### src/hdl/lsms_pkg.sv
package lsms_pkg;

    localparam int NUM_SLOTS = 4096;
    localparam int SLOT_W    = 12;
    localparam int LIM_W     = 17;
    localparam int DB_W      = 16;
    // extrapolated change: three floored products of 48 bits summed
    localparam int DL_W      = 50;
    localparam int QUOT_W    = 16;

    localparam logic [LIM_W-1:0] LIM_ONE  = 17'd65536;
    localparam logic [LIM_W-1:0] LIM_ZERO = 17'd0;

    localparam logic REQ_UPDATE = 1'b0;
    localparam logic REQ_SET    = 1'b1;

    typedef struct packed {
        logic               req_type;
        logic [SLOT_W-1:0]  slot;
        logic               active;
        logic signed [31:0] value;
        logic signed [31:0] grad_x;
        logic signed [31:0] grad_y;
        logic signed [31:0] grad_z;
        logic signed [31:0] offset_x;
        logic signed [31:0] offset_y;
        logic signed [31:0] offset_z;
        logic signed [31:0] value_max;
        logic signed [31:0] value_min;
    } t_in_word;

    typedef struct packed {
        logic [SLOT_W-1:0] slot_out;
        logic [LIM_W-1:0]  limiter_new;
        logic [LIM_W-1:0]  candidate;
    } t_out_word;

    typedef struct packed {
        logic              rd_en;
        logic              wr_en;
        logic [SLOT_W-1:0] addr;
        logic [LIM_W-1:0]  wr_data;
    } t_store_req;

endpackage

### src/hdl/lsms_div.sv
module lsms_div (
    input  logic                          i_clk,
    input  logic                          i_rst_n,
    input  logic                          i_start,
    input  logic [31:0]                   i_num,
    input  logic [lsms_pkg::DL_W-1:0]     i_den,
    output logic                          o_done,
    output logic [lsms_pkg::QUOT_W-1:0]   o_quot
);
    import lsms_pkg::*;

    logic              r_busy;
    logic              r_done;
    logic [3:0]        r_cnt;
    logic [DL_W:0]     r_rem;
    logic [DL_W-1:0]   r_den;
    logic [QUOT_W-1:0] r_quot;
    logic [DL_W:0]     w_sh;
    logic              w_ge;

    // one restoring step: remainder stays below the divisor
    assign w_sh = {r_rem[DL_W-1:0], 1'b0};
    assign w_ge = w_sh >= {1'b0, r_den};

    always_ff @(posedge i_clk) begin
        if (!i_rst_n) begin
            r_busy <= 1'b0;
            r_done <= 1'b0;
            r_cnt  <= '0;
        end else begin
            r_done <= 1'b0;
            if (i_start) begin
                r_busy <= 1'b1;
                r_cnt  <= '0;
            end else if (r_busy) begin
                r_cnt <= r_cnt + 1'b1;
                if (r_cnt == 4'(QUOT_W - 1)) begin
                    r_busy <= 1'b0;
                    r_done <= 1'b1;
                end
            end
        end
    end

    // datapath
    always_ff @(posedge i_clk) begin
        if (i_start) begin
            r_rem  <= (DL_W+1)'(i_num);
            r_den  <= i_den;
            r_quot <= '0;
        end else if (r_busy) begin
            r_rem  <= w_ge ? (w_sh - {1'b0, r_den}) : w_sh;
            r_quot <= {r_quot[QUOT_W-2:0], w_ge};
        end
    end

    assign o_done = r_done;
    assign o_quot = r_quot;

endmodule
### config.mk
export PLATFORM = sky130hd
export DESIGN_NAME = lsms_div
export DESIGN_NICKNAME = d
export VERILOG_FILES = /design/src/hdl/lsms_pkg.sv /design/src/hdl/lsms_div.sv
export SDC_FILE = /design/constraint.sdc
export NUM_CORES = 1
export LEC_CHECK = 0
export ABC_CLOCK_PERIOD_IN_PS = 4200
export BUFFER_PORTS_ARGS = -buffer_cell sky130_fd_sc_hd__buf_2
export CAP_MARGIN = 30
export CORE_MARGIN = 3
export CORE_UTILIZATION = 59
export CTS_CLUSTER_SIZE = 24
export DETAILED_ROUTE_END_ITERATION = 12
export MAX_ROUTING_LAYER = met4
export PLACE_DENSITY = 0.81
export SETUP_SLACK_MARGIN = 0.02
export SKIP_CTS_REPAIR_TIMING = 1
export SLEW_MARGIN = 5
export SYNTH_ARGS = -nofsm -noshare
export SYNTH_HDL_FRONTEND = slang
export SYNTH_SLANG_ARGS = --single-unit
### constraint.sdc
create_clock -name i_clk -period 4.2 [get_ports i_clk]
set_input_delay 1.05 -clock i_clk [delete_from_list [all_inputs] [get_ports i_clk]]
set_output_delay 1.05 -clock i_clk [all_outputs]
set_load 0.005 [all_outputs]
==> flow_results.xml <==
<?xml version="1.0" encoding="UTF-8"?>
<metrics>
  <group name="outcome">
    <metric name="outcome" unit="">finished clean</metric>
  </group>
  <group name="placed_design">
    <metric name="place_area" unit="sq mm">0.00861</metric>
    <metric name="place_congestion" unit="">0.974</metric>
    <metric name="io_buffers" unit="">101</metric>
    <metric name="dp.cells" unit="">1140</metric>
    <metric name="hpwlAfterDp" unit="um">14600</metric>
  </group>
  <group name="die">
    <metric name="core_region_area" unit="sq mm">0.0129</metric>
    <metric name="initial_core_util" unit="">0.616</metric>
    <metric name="dieArea" unit="sq mm">0.0149</metric>
    <metric name="ios" unit="">102</metric>
    <metric name="core.rowCount" unit="">41</metric>
    <metric name="die-width" unit="um">122</metric>
    <metric name="chipHeight" unit="um">122</metric>
  </group>
  <group name="layout">
    <metric name="fraction_of_final_layout_cells_with_drive_strength_greater_than_1" unit="">0.170</metric>
    <metric name="n_antenna_cell" unit="">0</metric>
    <metric name="final_instance_area" unit="sq mm">0.00918</metric>
    <metric name="area_growth" unit="%">15.8</metric>
    <metric name="fillCellCount" unit="">1022</metric>
    <metric name="final_cells" unit="">1172</metric>
    <metric name="nNetsFinal" unit="">1124</metric>
  </group>
  <group name="critical_path">
    <metric name="timing.critical_path.required" unit="ns">4.53</metric>
    <metric name="worstPathMaxFanout" unit="">9</metric>
    <metric name="reg2reg_depth" unit="">11</metric>
    <metric name="startpoint_class_of_the_critical_path" unit="">register</metric>
    <metric name="worstSetupEndpointType" unit="">register</metric>
    <metric name="arrival" unit="ns">4.02</metric>
    <metric name="path_type_of_the_worst_setup_path" unit="">register to register</metric>
  </group>
  <group name="sta">
    <metric name="setup-tns-final" unit="ns">0</metric>
    <metric name="slew_headroom" unit="">0.475</metric>
    <metric name="clock_skew" unit="ns">0.0112</metric>
    <metric name="setup-violations-final" unit="">0</metric>
    <metric name="rsz0062_at_grt" unit="">no</metric>
    <metric name="worst_pin_slew" unit="ns">0.786</metric>
    <metric name="maxSlewViolCount" unit="">0</metric>
    <metric name="timing.fmax" unit="MHz">271</metric>
    <metric name="whs" unit="ns">0.491</metric>
    <metric name="final_period_minus_worst_setup_slack" unit="ns">3.68</metric>
    <metric name="min_period_over_period" unit="">0.877</metric>
    <metric name="hold_violation_total_from_the_final_report" unit="">0</metric>
  </group>
  <group name="route">
    <metric name="drt_wl_total" unit="um">20700</metric>
    <metric name="route.vias.total" unit="">7017</metric>
    <metric name="wl_per_cell" unit="um">17.6</metric>
    <metric name="drc" unit="">0</metric>
    <metric name="drtIter0Drc" unit="">604</metric>
    <metric name="detail_route.first_pass.iterations" unit="">5</metric>
    <metric name="route.detailed.vias_per_inst" unit="">5.99</metric>
    <metric name="final_antenna_net_count" unit="">0</metric>
  </group>
  <group name="logic_synthesis">
    <metric name="netlist_top_cells_count" unit="">sky130_fd_sc_hd__nand2_1, sky130_fd_sc_hd__nor2_1, sky130_fd_sc_hd__edfxtp_1</metric>
    <metric name="synth.most_common_cell" unit="">sky130_fd_sc_hd__nand2_1</metric>
    <metric name="synth_cell_types" unit="">71</metric>
    <metric name="post_synth_fa_ha_maj_area_fraction" unit="">0.0830</metric>
    <metric name="netlist_instances" unit="">895</metric>
    <metric name="yosys_register_bits" unit="">122</metric>
    <metric name="synth.yosys.warnings" unit="">0</metric>
    <metric name="postSynth.asyncResetShare" unit="">0</metric>
    <metric name="postSynth.topFlopCell" unit="">sky130_fd_sc_hd__edfxtp_1</metric>
    <metric name="synth-seq-area-share" unit="">0.411</metric>
    <metric name="combinational_family_with_the_most_area_after_synthesis" unit="">compound AO/OA/AOI/OAI gates</metric>
    <metric name="netlist.area_leader.share" unit="">0.311</metric>
    <metric name="synth_compound_gate_area_share" unit="">0.205</metric>
    <metric name="post_synth_xor_area_fraction" unit="">0.0387</metric>
    <metric name="synth_simple_gate_area_frac" unit="">0.179</metric>
    <metric name="avgSynthCellArea" unit="sq um">8.86</metric>
    <metric name="synthesis.nets" unit="">1032</metric>
    <metric name="post-synth-top-area-cell" unit="">sky130_fd_sc_hd__edfxtp_1</metric>
    <metric name="synthTopCellsByArea" unit="">sky130_fd_sc_hd__edfxtp_1, sky130_fd_sc_hd__dfxtp_1, sky130_fd_sc_hd__ha_1</metric>
    <metric name="synth_mux_area_frac" unit="">0.0295</metric>
    <metric name="syn-cell-area" unit="sq mm">0.00793</metric>
    <metric name="synth_enable_flop_cells" unit="">82</metric>
  </group>
  <group name="power_and_ir_drop">
    <metric name="worst_ir_drop_vdd" unit="uV">359</metric>
    <metric name="pwr_density" unit="mW/mm^2">457</metric>
    <metric name="finalPower" unit="mW">4.19</metric>
    <metric name="total_leakage_power" unit="nW">4.01</metric>
  </group>
  <group name="clocking">
    <metric name="h-tree-depth" unit="">4</metric>
    <metric name="cts-root-to-sink-buffers" unit="">2</metric>
    <metric name="tritoncts.num_buffers" unit="">17</metric>
    <metric name="numClockSinks" unit="">122</metric>
    <metric name="clock_insertion_delay_worst_skew" unit="ns">0.43</metric>
    <metric name="tritoncts" unit="">yes</metric>
    <metric name="clkTransAtPathRegs" unit="ns">0.06</metric>
    <metric name="clock_tree.root_cell" unit="">sky130_fd_sc_hd__clkbuf_16</metric>
  </group>
  <group name="grt">
    <metric name="first_global_vias" unit="">6812</metric>
    <metric name="gr-usage-met3" unit="">0.0492</metric>
    <metric name="grt_first_pass_wirelength" unit="um">33100</metric>
    <metric name="largest_net_degree_at_the_start_of_global_routing" unit="">90</metric>
    <metric name="groute.layer.met2.usage" unit="">0.435</metric>
    <metric name="global_route_congestion_overflow_total" unit="">0</metric>
    <metric name="grt_antenna_before_repair" unit="">0</metric>
    <metric name="grtUsageTotal" unit="">0.290</metric>
    <metric name="global_routing_met1_resource_utilization" unit="">0.398</metric>
    <metric name="globalRoute.busiestLayer" unit="">met2</metric>
  </group>
  <group name="run">
    <metric name="max_cap_violations" unit="">0</metric>
  </group>
  <group name="hold_path">
    <metric name="min_delay_path_depth" unit="">2</metric>
    <metric name="hold_path_class" unit="">register to register</metric>
  </group>
</metrics>
==> power breakdown <==
group	switching (mW)	total, mW	internal, mW
logic	0.798	1.32	0.518
clock network	0.589	1.41	0.819
registers	0.0603	1.47	1.41
total	1.45	4.19	2.75
==> logic make-up after synthesis <==
kind of cell	count (synthesis)
and+or+nand+nor	311
AOI/OAI and AO/OA	245
DFF	122
buffers and inverters	107
adders and majority gates	52
xor gates and xnor gates	35
muxes	23
==> worst paths after layout <==
kind | startpoint | endpoint | slack, ns
setup reg to reg | r_rem[17]$_DFFE_PP_ | r_rem[45]$_SDFFE_PP0P_ | 0.52
hold reg to reg | r_cnt[3]$_SDFFE_PP0P_ | o_done$_SDFF_PP0_ | 0.49
setup / recovery | r_rem[17]$_DFFE_PP_ | r_rem[45]$_SDFFE_PP0P_ | 0.52
hold / removal | r_cnt[3]$_SDFFE_PP0P_ | o_done$_SDFF_PP0_ | 0.49
==> cells in the final DEF (no fill, tap or decap), drive strengths merged, types with 5 or more instances in the layout <==
master,Yosys,final
buf,17,115
nand2,114,114
nor2,93,93
edfxtp,82,82
inv,65,73
a21oi,67,67
ha,51,51
o21ai,41,41
dfxtp,40,40
a31oi,34,34
xnor2,26,26
nand3,23,23
a21o,20,20
mux2i,20,20
clkbuf,25,19
nor3,17,17
nand4,13,13
o211ai,10,10
a311oi,10,10
and3,9,9
xor2,9,9
nor2b,8,8
or3,8,8
o21bai,8,8
o21a,8,8
nand2b,7,7
and2,6,6
a211oi,6,6
clkinv,0,5
==> sequential cells by signal (all words and copies together) (netlist names) <==
name,cells
r_cnt,4
o_done,1
o_quot,16
r_rem,50
r_den,50
r_busy,1
==> cell type report <==
cell class	count	area, sq um	share of cell area
clock buffer	19	464	0.0505
inverter	65	244	0.0266
sequential	122	3260	0.355
timing repair buffer	115	651	0.0708
clock inverter	13	105	0.0114
multi-input combinational	666	4240	0.462
tap	172	215	0.0234
==> routing by layer <==
metal	share of wire	routed length [um]	up-vias
met2	0.45	9300	253
met4	0.025	513	0
met3	0.060	1230	42
met1	0.47	9620	3294
li1	-	-	3428
met5	0	0	-
==> metrics by stage <==
| step | util | setup slack (ns) |
|---|---|---|
| after floorplan | - | 1.17 |
| after global placement | 0.667 | 0.493 |
| after detailed placement | 0.669 | 0.609 |
| after CTS | 0.713 | 0.578 |
| after global routing | 0.713 | 0.210 |
| final | 0.713 | 0.515 |
==> worst max-delay path, stage by stage, from the launching register on <==
cell and delay (ns):
sky130_fd_sc_hd__edfxtp_1 0.41, sky130_fd_sc_hd__ha_1 0.47, sky130_fd_sc_hd__nand4_1 0.20, sky130_fd_sc_hd__nor3_1 0.28, sky130_fd_sc_hd__nand4_1 0.13, sky130_fd_sc_hd__a21oi_1 0.21, sky130_fd_sc_hd__o21ai_0 0.17, sky130_fd_sc_hd__o31ai_1 0.49
sky130_fd_sc_hd__a31oi_1 0.34, sky130_fd_sc_hd__nor3_1 0.24, sky130_fd_sc_hd__mux2_2 0.36, sky130_fd_sc_hd__a221oi_1 0.28
Note: power is estimated with default switching activity, not from simulation.
